<file path="src/rtl/hsvrgb_pkg.sv">
// Shared types and constants for the HSV to RGB pixel converter.
// Holds the pixel structs, internal stage structs and the reciprocal constants.
// No dependencies.
package hsvrgb_pkg;

	// field widths
	localparam int HUE_W = 16;
	localparam int SV_W  = 12;
	localparam int CH_W  = 8;

	// unsigned Q16 value in 0 .. 1.0
	localparam int Q_W   = 17;
	// wrapped hue angle, wide enough for 360 degrees at 8 fractional bits
	localparam int ANG_W = 17;
	// hue turn count, at most 91
	localparam int QUO_W = 7;
	localparam int SEC_W = 3;

	// dividend width of the Q16 scaling divides
	localparam int NUM_W = 23;

	// reciprocals: floor(n / d) = (n * RECIP) >> SHIFT, exact over the used range
	localparam int RCP_W = 24;
	localparam logic [RCP_W-1:0] RECIP_100  = 24'd10737419;
	localparam int               SHIFT_100  = 30;
	localparam logic [RCP_W-1:0] RECIP_60   = 24'd8947849;
	localparam int               SHIFT_60   = 29;
	localparam logic [16:0]      RECIP_360  = 17'd93207;
	localparam int               SHIFT_360  = 25;
	localparam logic [9:0]       RECIP_60S  = 10'd547;
	localparam int               SHIFT_60S  = 15;

	typedef logic [Q_W-1:0]   q16_t;
	typedef logic [ANG_W-1:0] ang_t;

	// 60-degree sector; the last code is hue exactly one full turn
	typedef enum logic [SEC_W-1:0] {
		SEC_RG   = 3'd0,
		SEC_GR   = 3'd1,
		SEC_GB   = 3'd2,
		SEC_BG   = 3'd3,
		SEC_BR   = 3'd4,
		SEC_RB   = 3'd5,
		SEC_WRAP = 3'd6
	} sector_t;

	typedef struct packed {
		logic signed [HUE_W-1:0] hue;
		logic signed [SV_W-1:0]  saturation;
		logic signed [SV_W-1:0]  brightness;
	} hsv_t;

	typedef struct packed {
		logic [CH_W-1:0] red;
		logic [CH_W-1:0] green;
		logic [CH_W-1:0] blue;
		logic            invalid;
	} rgb_t;

	// after normalization: value, chroma, wrapped hue
	typedef struct packed {
		logic valid;
		logic invalid;
		q16_t v;
		q16_t c;
		ang_t w;
	} norm_t;

	// after hue phase: sector, chroma, offset and X weight
	typedef struct packed {
		logic    valid;
		logic    invalid;
		sector_t sector;
		q16_t    c;
		q16_t    m;
		q16_t    factor;
	} phase_t;

endpackage

</file>
<file path="src/rtl/hsvrgb_norm.sv">
// Front stages: range check, s and v to Q16, chroma product, hue wrap.
// Depends on hsvrgb_pkg. Two register stages (s1, s2).
module hsvrgb_norm import hsvrgb_pkg::*; #(
	parameter int FRAC_BITS = 4
) (
	input  logic  clk,
	input  logic  arst_n,
	input  logic  in_valid,
	input  hsv_t  in_px,
	output norm_t out
);

	localparam int   PCT    = 100 << FRAC_BITS;
	localparam int   FULL   = 360 << FRAC_BITS;
	localparam ang_t FULL_A = ANG_W'(FULL);

	// stage 1 logic
	logic                      bad;
	logic [NUM_W-1:0]          sat_num;
	logic [NUM_W-1:0]          val_num;
	logic [NUM_W+RCP_W-1:0]    sat_prod;
	logic [NUM_W+RCP_W-1:0]    val_prod;
	logic [HUE_W-1:0]          hue_bits;
	logic [HUE_W-1:0]          abs_h;
	logic [HUE_W-1:0]          turns_in;
	logic [HUE_W+16:0]         turns_prod;
	logic                      hpos;

	// stage 1 registers
	logic             valid_s1;
	logic             invalid_s1;
	q16_t             s_s1;
	q16_t             v_s1;
	logic [QUO_W-1:0] q_s1;
	logic [HUE_W-1:0] abs_h_s1;
	logic             hpos_s1;

	// stage 2 logic
	logic [2*Q_W-1:0] c_prod;
	ang_t             qd;
	ang_t             rem;
	ang_t             w_next;

	// stage 2 registers
	logic valid_s2;
	logic invalid_s2;
	q16_t v_s2;
	q16_t c_s2;
	ang_t w_s2;

	// range check and reciprocal products
	always_comb begin
		bad = (in_px.saturation < 0) || (int'(in_px.saturation) > PCT) ||
			(in_px.brightness < 0) || (int'(in_px.brightness) > PCT);
		sat_num  = NUM_W'({in_px.saturation[SV_W-2:0], 16'b0} >> FRAC_BITS);
		val_num  = NUM_W'({in_px.brightness[SV_W-2:0], 16'b0} >> FRAC_BITS);
		sat_prod = sat_num * RECIP_100;
		val_prod = val_num * RECIP_100;
		hue_bits = in_px.hue;
		abs_h    = hue_bits[HUE_W-1] ? (~hue_bits + 1'b1) : hue_bits;
		hpos     = !hue_bits[HUE_W-1] && (hue_bits != '0);
		turns_in = abs_h >> FRAC_BITS;
		turns_prod = turns_in * RECIP_360;
	end

	always_ff @(posedge clk or negedge arst_n) begin
		if (!arst_n) begin
			valid_s1 <= 1'b0;
		end else begin
			valid_s1 <= in_valid;
		end
	end

	always_ff @(posedge clk) begin
		invalid_s1 <= bad;
		s_s1       <= sat_prod[SHIFT_100 +: Q_W];
		v_s1       <= val_prod[SHIFT_100 +: Q_W];
		q_s1       <= turns_prod[SHIFT_360 +: QUO_W];
		abs_h_s1   <= abs_h;
		hpos_s1    <= hpos;
	end

	// chroma product, hue remainder and wrap
	always_comb begin
		c_prod = s_s1 * v_s1;
		qd     = ANG_W'(q_s1) * FULL_A;
		rem    = ANG_W'(abs_h_s1) - qd;
		w_next = hpos_s1 ? rem : (FULL_A - rem);
	end

	always_ff @(posedge clk or negedge arst_n) begin
		if (!arst_n) begin
			valid_s2 <= 1'b0;
		end else begin
			valid_s2 <= valid_s1;
		end
	end

	always_ff @(posedge clk) begin
		invalid_s2 <= invalid_s1;
		v_s2       <= v_s1;
		c_s2       <= c_prod[16 +: Q_W];
		w_s2       <= w_next;
	end

	assign out.valid   = valid_s2;
	assign out.invalid = invalid_s2;
	assign out.v       = v_s2;
	assign out.c       = c_s2;
	assign out.w       = w_s2;

endmodule

</file>
<file path="src/rtl/hsvrgb_phase.sv">
// Hue phase stages: sector, offset m, position within the sector pair, X weight.
// Depends on hsvrgb_pkg. Four register stages (s3 .. s6).
module hsvrgb_phase import hsvrgb_pkg::*; #(
	parameter int FRAC_BITS = 4
) (
	input  logic   clk,
	input  logic   arst_n,
	input  norm_t  in,
	output phase_t out
);

	localparam ang_t TWO_S60 = ANG_W'(120 << FRAC_BITS);

	// stage 3
	logic [8:0]       deg;
	logic [18:0]      sec_prod;
	logic             valid_s3;
	logic             invalid_s3;
	sector_t          sector_s3;
	q16_t             c_s3;
	q16_t             m_s3;
	ang_t             w_s3;

	// stage 4
	logic [SEC_W-1:0] sec_bits;
	ang_t             base;
	logic             valid_s4;
	logic             invalid_s4;
	sector_t          sector_s4;
	q16_t             c_s4;
	q16_t             m_s4;
	ang_t             u_s4;

	// stage 5
	logic [NUM_W-1:0]       f_num;
	logic [NUM_W+RCP_W-1:0] f_prod;
	logic                   valid_s5;
	logic                   invalid_s5;
	sector_t                sector_s5;
	q16_t                   c_s5;
	q16_t                   m_s5;
	q16_t                   f_s5;

	// stage 6
	q16_t    factor;
	logic    valid_s6;
	logic    invalid_s6;
	sector_t sector_s6;
	q16_t    c_s6;
	q16_t    m_s6;
	q16_t    factor_s6;

	// sector from whole degrees, offset m = v - C
	always_comb begin
		deg      = 9'(in.w >> FRAC_BITS);
		sec_prod = deg * RECIP_60S;
	end

	// position inside the 120-degree pair
	always_comb begin
		sec_bits = sector_s3;
		base     = ANG_W'(sec_bits[SEC_W-1:1]) * TWO_S60;
	end

	// Q16 fraction of 60 degrees
	always_comb begin
		f_num  = NUM_W'({u_s4, 16'b0} >> FRAC_BITS);
		f_prod = f_num * RECIP_60;
	end

	// weight 1 - |f - 1|: f below one stays, else 2 - f
	always_comb begin
		factor = f_s5[Q_W-1] ? (~f_s5 + 1'b1) : f_s5;
	end

	always_ff @(posedge clk or negedge arst_n) begin
		if (!arst_n) begin
			valid_s3 <= 1'b0;
			valid_s4 <= 1'b0;
			valid_s5 <= 1'b0;
			valid_s6 <= 1'b0;
		end else begin
			valid_s3 <= in.valid;
			valid_s4 <= valid_s3;
			valid_s5 <= valid_s4;
			valid_s6 <= valid_s5;
		end
	end

	always_ff @(posedge clk) begin
		invalid_s3 <= in.invalid;
		sector_s3  <= sector_t'(sec_prod[SHIFT_60S +: SEC_W]);
		c_s3       <= in.c;
		m_s3       <= in.v - in.c;
		w_s3       <= in.w;

		invalid_s4 <= invalid_s3;
		sector_s4  <= sector_s3;
		c_s4       <= c_s3;
		m_s4       <= m_s3;
		u_s4       <= w_s3 - base;

		invalid_s5 <= invalid_s4;
		sector_s5  <= sector_s4;
		c_s5       <= c_s4;
		m_s5       <= m_s4;
		f_s5       <= f_prod[SHIFT_60 +: Q_W];

		invalid_s6 <= invalid_s5;
		sector_s6  <= sector_s5;
		c_s6       <= c_s5;
		m_s6       <= m_s5;
		factor_s6  <= factor;
	end

	assign out.valid   = valid_s6;
	assign out.invalid = invalid_s6;
	assign out.sector  = sector_s6;
	assign out.c       = c_s6;
	assign out.m       = m_s6;
	assign out.factor  = factor_s6;

endmodule

</file>
<file path="src/rtl/hsvrgb_mix.sv">
// Back stages: X component, channel order by sector, scale to 8 bits.
// Depends on hsvrgb_pkg. Three register stages (s7 .. s9), s9 drives the result.
module hsvrgb_mix import hsvrgb_pkg::*; (
	input  logic   clk,
	input  logic   arst_n,
	input  phase_t in,
	output logic   done,
	output rgb_t   rgb
);

	// stage 7
	logic [2*Q_W-1:0] x_prod;
	logic             valid_s7;
	logic             invalid_s7;
	sector_t          sector_s7;
	q16_t             c_s7;
	q16_t             m_s7;
	q16_t             x_s7;

	// stage 8
	q16_t r_comp;
	q16_t g_comp;
	q16_t b_comp;
	logic valid_s8;
	logic invalid_s8;
	q16_t r_s8;
	q16_t g_s8;
	q16_t b_s8;

	// stage 9
	logic [Q_W+7:0]  r_scaled;
	logic [Q_W+7:0]  g_scaled;
	logic [Q_W+7:0]  b_scaled;
	logic            valid_s9;
	rgb_t            rgb_s9;

	// X = C * weight
	assign x_prod = in.c * in.factor;

	// channel order by sector
	always_comb begin
		r_comp = '0;
		g_comp = '0;
		b_comp = '0;
		case (sector_s7)
			SEC_RG: begin
				r_comp = c_s7;
				g_comp = x_s7;
			end
			SEC_GR: begin
				r_comp = x_s7;
				g_comp = c_s7;
			end
			SEC_GB: begin
				g_comp = c_s7;
				b_comp = x_s7;
			end
			SEC_BG: begin
				g_comp = x_s7;
				b_comp = c_s7;
			end
			SEC_BR: begin
				r_comp = x_s7;
				b_comp = c_s7;
			end
			default: begin
				r_comp = c_s7;
				b_comp = x_s7;
			end
		endcase
	end

	// times 255 as shift and subtract
	always_comb begin
		r_scaled = {r_s8, 8'b0} - (Q_W+8)'(r_s8);
		g_scaled = {g_s8, 8'b0} - (Q_W+8)'(g_s8);
		b_scaled = {b_s8, 8'b0} - (Q_W+8)'(b_s8);
	end

	always_ff @(posedge clk or negedge arst_n) begin
		if (!arst_n) begin
			valid_s7 <= 1'b0;
			valid_s8 <= 1'b0;
			valid_s9 <= 1'b0;
		end else begin
			valid_s7 <= in.valid;
			valid_s8 <= valid_s7;
			valid_s9 <= valid_s8;
		end
	end

	always_ff @(posedge clk) begin
		invalid_s7 <= in.invalid;
		sector_s7  <= in.sector;
		c_s7       <= in.c;
		m_s7       <= in.m;
		x_s7       <= x_prod[16 +: Q_W];

		// out-of-range input gives black
		invalid_s8 <= invalid_s7;
		r_s8       <= invalid_s7 ? '0 : (r_comp + m_s7);
		g_s8       <= invalid_s7 ? '0 : (g_comp + m_s7);
		b_s8       <= invalid_s7 ? '0 : (b_comp + m_s7);

		rgb_s9.red     <= r_scaled[16 +: CH_W];
		rgb_s9.green   <= g_scaled[16 +: CH_W];
		rgb_s9.blue    <= b_scaled[16 +: CH_W];
		rgb_s9.invalid <= invalid_s8;
	end

	assign done = valid_s9;
	assign rgb  = rgb_s9;

endmodule

</file>
<file path="src/rtl/hsv_to_rgb_converter.sv">
// HSV to RGB pixel converter, top level.
// Depends on hsvrgb_pkg, hsvrgb_norm, hsvrgb_phase and hsvrgb_mix.
//
// Usage:
//   Drive a pixel on hsv and raise start; the item is taken at that clock
//   edge. busy is always low, so a new item may be given on every cycle.
//   Each item gives one result: done is high for exactly one cycle with
//   the color on rgb. Throughput is one item per clock; the latency is
//   set by the nine register stages (two normalize, four hue phase,
//   three mix), none of which has more than one multiply in series on
//   its longest path.
//   Saturation or brightness outside 0 .. 100 percent gives black with
//   rgb.invalid set. Hue of any value is wrapped into one turn.
//   The receiver cannot stall; results must be taken when done is high.
//   Reset (arst_n low) clears all stage valid bits, dropping items in
//   flight; no result appears until a new item is taken.
module hsv_to_rgb_converter import hsvrgb_pkg::*; #(
	parameter int FRAC_BITS = 4
) (
	input  logic clk,
	input  logic arst_n,
	input  logic start,
	output logic busy,
	input  hsv_t hsv,
	output logic done,
	output rgb_t rgb
);

	norm_t  norm;
	phase_t phase;

	// pipeline never blocks
	assign busy = 1'b0;

	hsvrgb_norm #(
		.FRAC_BITS(FRAC_BITS)
	) u_norm (
		.clk     (clk),
		.arst_n  (arst_n),
		.in_valid(start),
		.in_px   (hsv),
		.out     (norm)
	);

	hsvrgb_phase #(
		.FRAC_BITS(FRAC_BITS)
	) u_phase (
		.clk   (clk),
		.arst_n(arst_n),
		.in    (norm),
		.out   (phase)
	);

	hsvrgb_mix u_mix (
		.clk   (clk),
		.arst_n(arst_n),
		.in    (phase),
		.done  (done),
		.rgb   (rgb)
	);

endmodule
</file>
<file path="config.mk">
export PLATFORM = sky130hd
export DESIGN_NAME = hsv_to_rgb_converter
export DESIGN_NICKNAME = d
export VERILOG_FILES = /design/src/rtl/hsvrgb_pkg.sv /design/src/rtl/hsvrgb_norm.sv /design/src/rtl/hsvrgb_phase.sv /design/src/rtl/hsvrgb_mix.sv /design/src/rtl/hsv_to_rgb_converter.sv
export SDC_FILE = /design/constraint.sdc
export NUM_CORES = 2
export LEC_CHECK = 0
export BUFFER_PORTS_ARGS = -buffer_cell sky130_fd_sc_hd__buf_2
export CAP_MARGIN = 20
export CORE_MARGIN = 3
export CORE_UTILIZATION = 50
export DETAILED_ROUTE_END_ITERATION = 8
export HOLD_SLACK_MARGIN = 0.08
export PLACE_DENSITY = 0.67
export SLEW_MARGIN = 20
export SYNTH_ARGS = -nofsm -noshare
export SYNTH_HDL_FRONTEND = slang
export SYNTH_SLANG_ARGS = --single-unit
</file>
<file path="constraint.sdc">
create_clock -name clk -period 8.45 [get_ports clk]
set_input_delay 0.4225 -clock clk [delete_from_list [all_inputs] [get_ports clk]]
set_output_delay 0.4225 -clock clk [all_outputs]
set_load 0.05 [all_outputs]
</file>
==> Word level (Yosys, flattened, before mapping) <==
Index checks and enable logic that the tools add are counted.
{ "word_totals": {"regBits": 453, "latchBits": 0, "ramBits": 0, "rom_bits": 0, "in_bits": 43, "output_inout_bits": 27, "word_cells": 103, "mem_count": 0} }
{ "classes": {"add_sub_neg": 12, "n_mul": 9, "n_div": 0, "order_cmp": 4, "eq_ne": 4, "n_shift": 0, "mux": 6, "bitwise": 2, "n_reduce_logical": 13} }
{ "op_table": {"columns": ["cell", "n"], "rows": [
  ["$pmux 17 s2", 3],
  ["$sub 24x17->24", 3],
  ["$mul 11x24->35 const B", 2],
  ["$mul 17x17->33", 2],
  ["$add 17x17->17", 3],
  ["$mul 11x24->34 const B", 1],
  ["$mux 16", 2],
  ["$mul 12x17->29 const B", 1],
  ["$gt 12x12->1 const B", 2],
  ["$lt 12x1->1 const B", 2],
  ["$mul 9x10->18 const B", 1],
  ["$add 17x1->17 const B", 1],
  ["$not 17->17", 1],
  ["$sub 17x17->17", 1],
  ["$add 16x1->16 const B", 1],
  ["$not 16->16", 1],
  ["$reduce_bool 16->1", 1],
  ["$mux 13", 1],
  ["$sub 13x13->13", 1],
  ["$sub 13x13->13 const A", 1],
  ["$reduce_or 2->1", 6],
  ["$sub 11x11->11", 1],
  ["$mul 7x6->6 const B", 1],
  ["$eq 3x2->1 const B", 2],
  ["7 further kinds", 9]
]} }

==> Logic depth before layout (Yosys ltp) <==
{ "depth": {"ltp_word": 4, "mapped_depth": 27, "ltp_nobuf": 26} }

==> Hierarchy <==
A second synthesis with hierarchy kept.
{ "hier_totals": {"hier_cells": 4874, "area_unflattened_um2": 46986.3} }
{ "modules_own_cells": {"columns": ["mod", "n_inst", "cells_each", "area_each_um2", "seq_area_each_um2"], "rows": [
  ["hsvrgb_norm", 1, 2490, 23496.3, 2212.1],
  ["hsvrgb_mix", 1, 1754, 15826.4, 2717.6],
  ["hsvrgb_phase", 1, 628, 7652.3, 4264.1],
  ["hsv_to_rgb_converter", 1, 2, 11.3, 0.0]
]} }

==> Worst setup path before layout <==
No wires, ideal clock.
{ "synth_path": {"kind": "register -> register", "startpoint": "register u_norm.v_s1[5]", "endpoint": "register u_norm.c_s2[4]", "setup_ns": 0.126, "t_arrival_ns": 6.062, "required_time_ns": 8.324, "path_slack_ns": 2.262, "stages_incl_launch_ff": 23, "n_path_buf": 2, "synth_period_minus_slack_ns": 6.188, "cell_sequence": "dfxtp_1 > clkbuf_1 > clkbuf_1 > nand2_1 > fa_1 > inv_1 > fa_1 > fa_1 > inv_1 > fa_1 > fa_1 > inv_1 > fa_1 > ha_1 > a2111oi_0 > o21ai_0 > o21ai_0 > a41oi_1 > or2_2 > a21oi_1 > o21ai_0 > a211oi_1 > nor3_1"} }
{ "synth_via": {"elab_chain_len": 1} }
{ "synth_rtl": {"columns": ["item", "line_no", "text"], "rows": [
  ["from (decl)", "hsvrgb_norm.sv:33", "q16_t v_s1;"],
  ["from (signal assigned)", "hsvrgb_norm.sv:77", "v_s1 <= val_prod[SHIFT_100 +: Q_W];"],
  ["$mul 17x17->33", "hsvrgb_norm.sv:85", "c_prod = s_s1 * v_s1;"],
  ["via u_norm.c_prod[20]", "hsvrgb_norm.sv:39", "logic [2*Q_W-1:0] c_prod;"],
  ["to (signal assigned)", "hsvrgb_norm.sv:102", "c_s2 <= c_prod[16 +: Q_W];"],
  ["to (decl)", "hsvrgb_norm.sv:48", "q16_t c_s2;"]
]} }
The timed path passes the listed nets, and every way through them passes these cells.
A chain may end at the register's enable or synchronous reset.

==> Worst setup path after layout <==
{ "layout_path": {"startpoint": "register u_phase.c_s6[8]", "endpoint": "register u_mix.x_s7[16]"} }
{ "layout_via": {"elab_chain_len": 1} }
{ "layout_rtl": {"columns": ["item", "line_no", "text"], "rows": [
  ["from (decl)", "hsvrgb_phase.sv:49", "q16_t c_s6;"],
  ["from (signal assigned)", "hsvrgb_phase.sv:111", "c_s6 <= c_s5;"],
  ["$mul 17x17->33", "hsvrgb_mix.sv:38", "assign x_prod = in.c * in.factor;"],
  ["via u_mix.x_prod[32]", "hsvrgb_mix.sv:12", "logic [2*Q_W-1:0] x_prod;"],
  ["to (signal assigned)", "hsvrgb_mix.sv:97", "x_s7 <= x_prod[16 +: Q_W];"],
  ["to (decl)", "hsvrgb_mix.sv:18", "q16_t x_s7;"]
]} }
The timed path passes the listed nets, and every way through them passes these cells.

==> summary.md <==
| Metric | Value |
|---|---|
| Status | `finished clean` |
| Post-synth EDFFs | `0` |
| F_max | `0.148 GHz` |
| 1st-iter DRT viols | `roughly 1.6k` |
| Largest area contributor in the netlist | `fa_1` |
| Antenna violations before repair | `0` |
| Critical Path Fanout Max | `18` |
| Layout Skew | `0.0489 ns` |
| Worst slew pin tran | `around 1.1 ns` |
| Clock latency on the worst-skew pair | `~0.62 ns` |
| Full die area | `approximately 0.095 mm^2` |
| Setup CP Type | `flip-flop to flip-flop` |
| Critical path buffer and inverter count | `5` |
| TNS Setup | `0 ns` |
| Area added between synthesis and finish | `7.42%` |
| H-tree lvl count | `2` |
| Vias | `30.5k` |
| Worst r2r src | `u_phase.c_s6[8]` |
| Total Routing Usage GR | `0.210` |
| WL final | `about 96,000 um` |
| First-pass GRT wire length | `around 160,000 um` |
| Layout cells sized above 1 | `0.0425` |
| Overflow after GRT | `0` |
| Initial core utilization | `0.506` |
| CTS tree | `built` |
| Max Root-Sink Buffers | `3` |
| Syn nets | `6,169` |
| Clk root buf | `clkbuf_16` |
| CP Capture Type | `flip-flop` |
| Min-Delay Endpoint | `u_norm.hpos_s1` |
| CP delay by family, top | `adder cells` |
| Core area | `between 0.09 and 0.1 mm^2` |
| Hold Crit Class | `input port to flip-flop` |
| RR Endpoint | `u_mix.x_s7[16]` |
| Vias in the first global route | `between 30k and 40k` |
| Setup violations, final | `0` |
| Sequential-to-total area share from yosys stat | `0.198` |
| Setup crit start | `u_phase.c_s6[8]` |
| Required time of the critical path | `9.00 ns` |
| RSZ-0062 raised after global routing | `no` |
| Max-slew violations | `0` |
| Worst stage delay on the critical path | `0.80 ns` |
| Post-CTS Hold Fix Bufs | `7` |
| CP max-delay cell | `dfxtp_1` |
| R2R depth | `22` |
| CTS sink cnt | `450` |
| Yosys cell types | `between 70 and 80` |
| Fin cells | `6,000` |
| Netlist Area Pre-Place | `0.0457 mm^2` |
| Most frequent CP cell | `fa_1` |
| Mapped Avg Cell Area | `between 9 and 10 um^2` |
| DR pass1 iterations | `5` |
| IO Pins | `70` |
| Post-synthesis cell count | `4,750` |
| Slew headroom | `0.291` |
| Num rows | `between 100 and 150` |
| Largest net degree at the start of global routing | `56` |
| Fillers | `between 8k and 9k` |
| PortBufs | `68` |
| Area fraction of the dominant cell type after synthesis | `0.291` |
| Placed Cells incl. Taps | `5,903` |
| Final hold vios | `0` |
| Postcts setup bufs | `0` |
| Critical Path AT | `~7.3 ns` |
| GP Congestion | `~0.9` |
| Hold depth | `3` |
| Width of the die | `about 310 um` |
| Clock Pin Slew Worst Setup and Hold Paths | `0.06 ns` |
| N_diodes | `0` |
| Register-to-Register Setup Slack | `around 1.7 ns` |
| Die Height | `308 um` |
| Crit-path cells | `nand2_1, fa_1, inv_1, fa_1, inv_1, fa_1, inv_1, fa_1, inv_1, fa_1, fa_1, inv_1, ha_1, o2111a_1, a211oi_2, o32ai_1, a31oi_1, o21ai_1, and2_1, a31oi_1, o21ba_2, xnor2_1` |
| Top post-synthesis cells by area | `fa_1 29%, ha_1 19%, dfxtp_1 19%` |
| Antenna viol nets, final | `0` |
| Minimum clock period | `about 6.8 ns` |
| Total Nets Final | `between 6k and 7k` |
| Ys async rst share | `0.0200` |
| CTS Buf Count | `49` |
| Max_cap viols | `0` |
| Main synth FF type | `dfxtp_1` |
| #FFs+latches synth | `450` |
| Vias per inst | `5.09` |
| DRC violations left | `0` |
| DP HPWL | `around 80,000 um` |
| HP Start | `hsv[38]` |
| DR WL/cell | `roughly 16 um` |
| Ys Warns | `0` |
| Critical path launch point type | `flip-flop` |
| CTS resizes | `0` |
| Max reg flops | `25` |
| Final period util | `0.802` |
layout make-up:
cell class / instances / area, um^2 / share of cell area
Clock buffer: 56 / 1310 / 0.0267
Multi-Input combinational cell: 3123 / 32300 / 0.657
Inverter: 1063 / 3990 / 0.0812
Sequential cell: 450 / 9050 / 0.184
Clock inverter: 34 / 459 / 0.00935
Tap cell: 1176 / 1470 / 0.0299
Timing Repair Buffer: 98 / 583 / 0.0119
cells by family (layout without fill, tap and decap cells):
logic type                 Yosys count  count (layout)  share of synthesized area
AOI/OAI and AO/OA                  498             498                     0.0734
xor gates and xnor gates           214             214                     0.0410
adders and majority gates         1376            1376                      0.485
buffers and inverters             1177            1251                     0.0967
DFF                                450             450                      0.198
muxes                                2               2                   0.000492
other                                1               1                  0.0000820
and+or+nand+nor                   1032            1032                      0.105
cell usage after synthesis, types with 12 or more instances:
cell / n
o21a_1: 22
nor2b_1: 19
a22o_1: 33
o31ai_1: 13
xnor2_1: 148
nand2b_1: 18
nand2_1: 516
ha_1: 712
xor2_1: 66
fa_1: 664
o21ai_0: 73
nor3_1: 38
a31oi_1: 21
nor2_1: 131
o21bai_1: 24
nand4_1: 22
and2_1: 181
a21oi_1: 133
and3_1: 23
dfxtp_1: 441
a211oi_1: 12
nand3_1: 37
a21o_1: 73
clkbuf_1: 111
inv_1: 1063
metal layers:
metal  up-vias  GRT usage  share of wire
met4         0     0.0550          0.026
li1      14900          -              -
met5         -          0              0
met3       149     0.0249          0.041
met1     14900      0.275           0.44
met2       593      0.370           0.49
cell usage in the layout (no fill, tap or decap), types with 23 or more instances in the layout:
cell       Yosys  final
and3_1        23     23
a21o_1        73     73
nand2_1      516    516
o21ai_0       73     73
ha_1         712    712
dfxtp_1      441    440
fa_1         664    664
xor2_1        66     66
o21bai_1      24     24
inv_1       1063   1063
buf_4          1     23
nor3_1        38     38
and2_1       181    181
nand3_1       37     37
nor2_1       131    131
clkbuf_16      0     50
a22o_1        33     33
a21oi_1      133    133
buf_2          1     68
xnor2_1      148    148
worst max path at each step:
stage | end | slack [ns] | depth (start not counted)
after floorplan | u_norm.c_s2[4] | 2.26 | 22
after global routing | u_mix.x_s7[16] | 1.23 | 22
after CTS | u_mix.x_s7[16] | 1.67 | 22
final | u_mix.x_s7[16] | 1.67 | 22
after global placement | u_mix.x_s7[16] | 1.79 | 22
after detailed placement | u_mix.x_s7[16] | 1.65 | 22
metrics by stage:
step	area (um^2)	utilization	hold slack [ns]	worst slack, ns
after floorplan	45700	-	0.127	2.26
after CTS	49100	0.543	0.0817	1.67
after global placement	47300	0.523	0.276	1.79
after global routing	49100	0.543	0.132	1.23
after detailed placement	47300	0.523	0.289	1.65
final	49100	0.543	0.127	1.67
tightest hold or removal path, cell delays in order:
cell and delay (ns):
buf_2 0.11, nor3_1 0.06, nor2_1 0.08
Power is left out: the tool's default activity adds up to more than one toggle a clock period on the data nets, which glitch-free logic cannot reach.
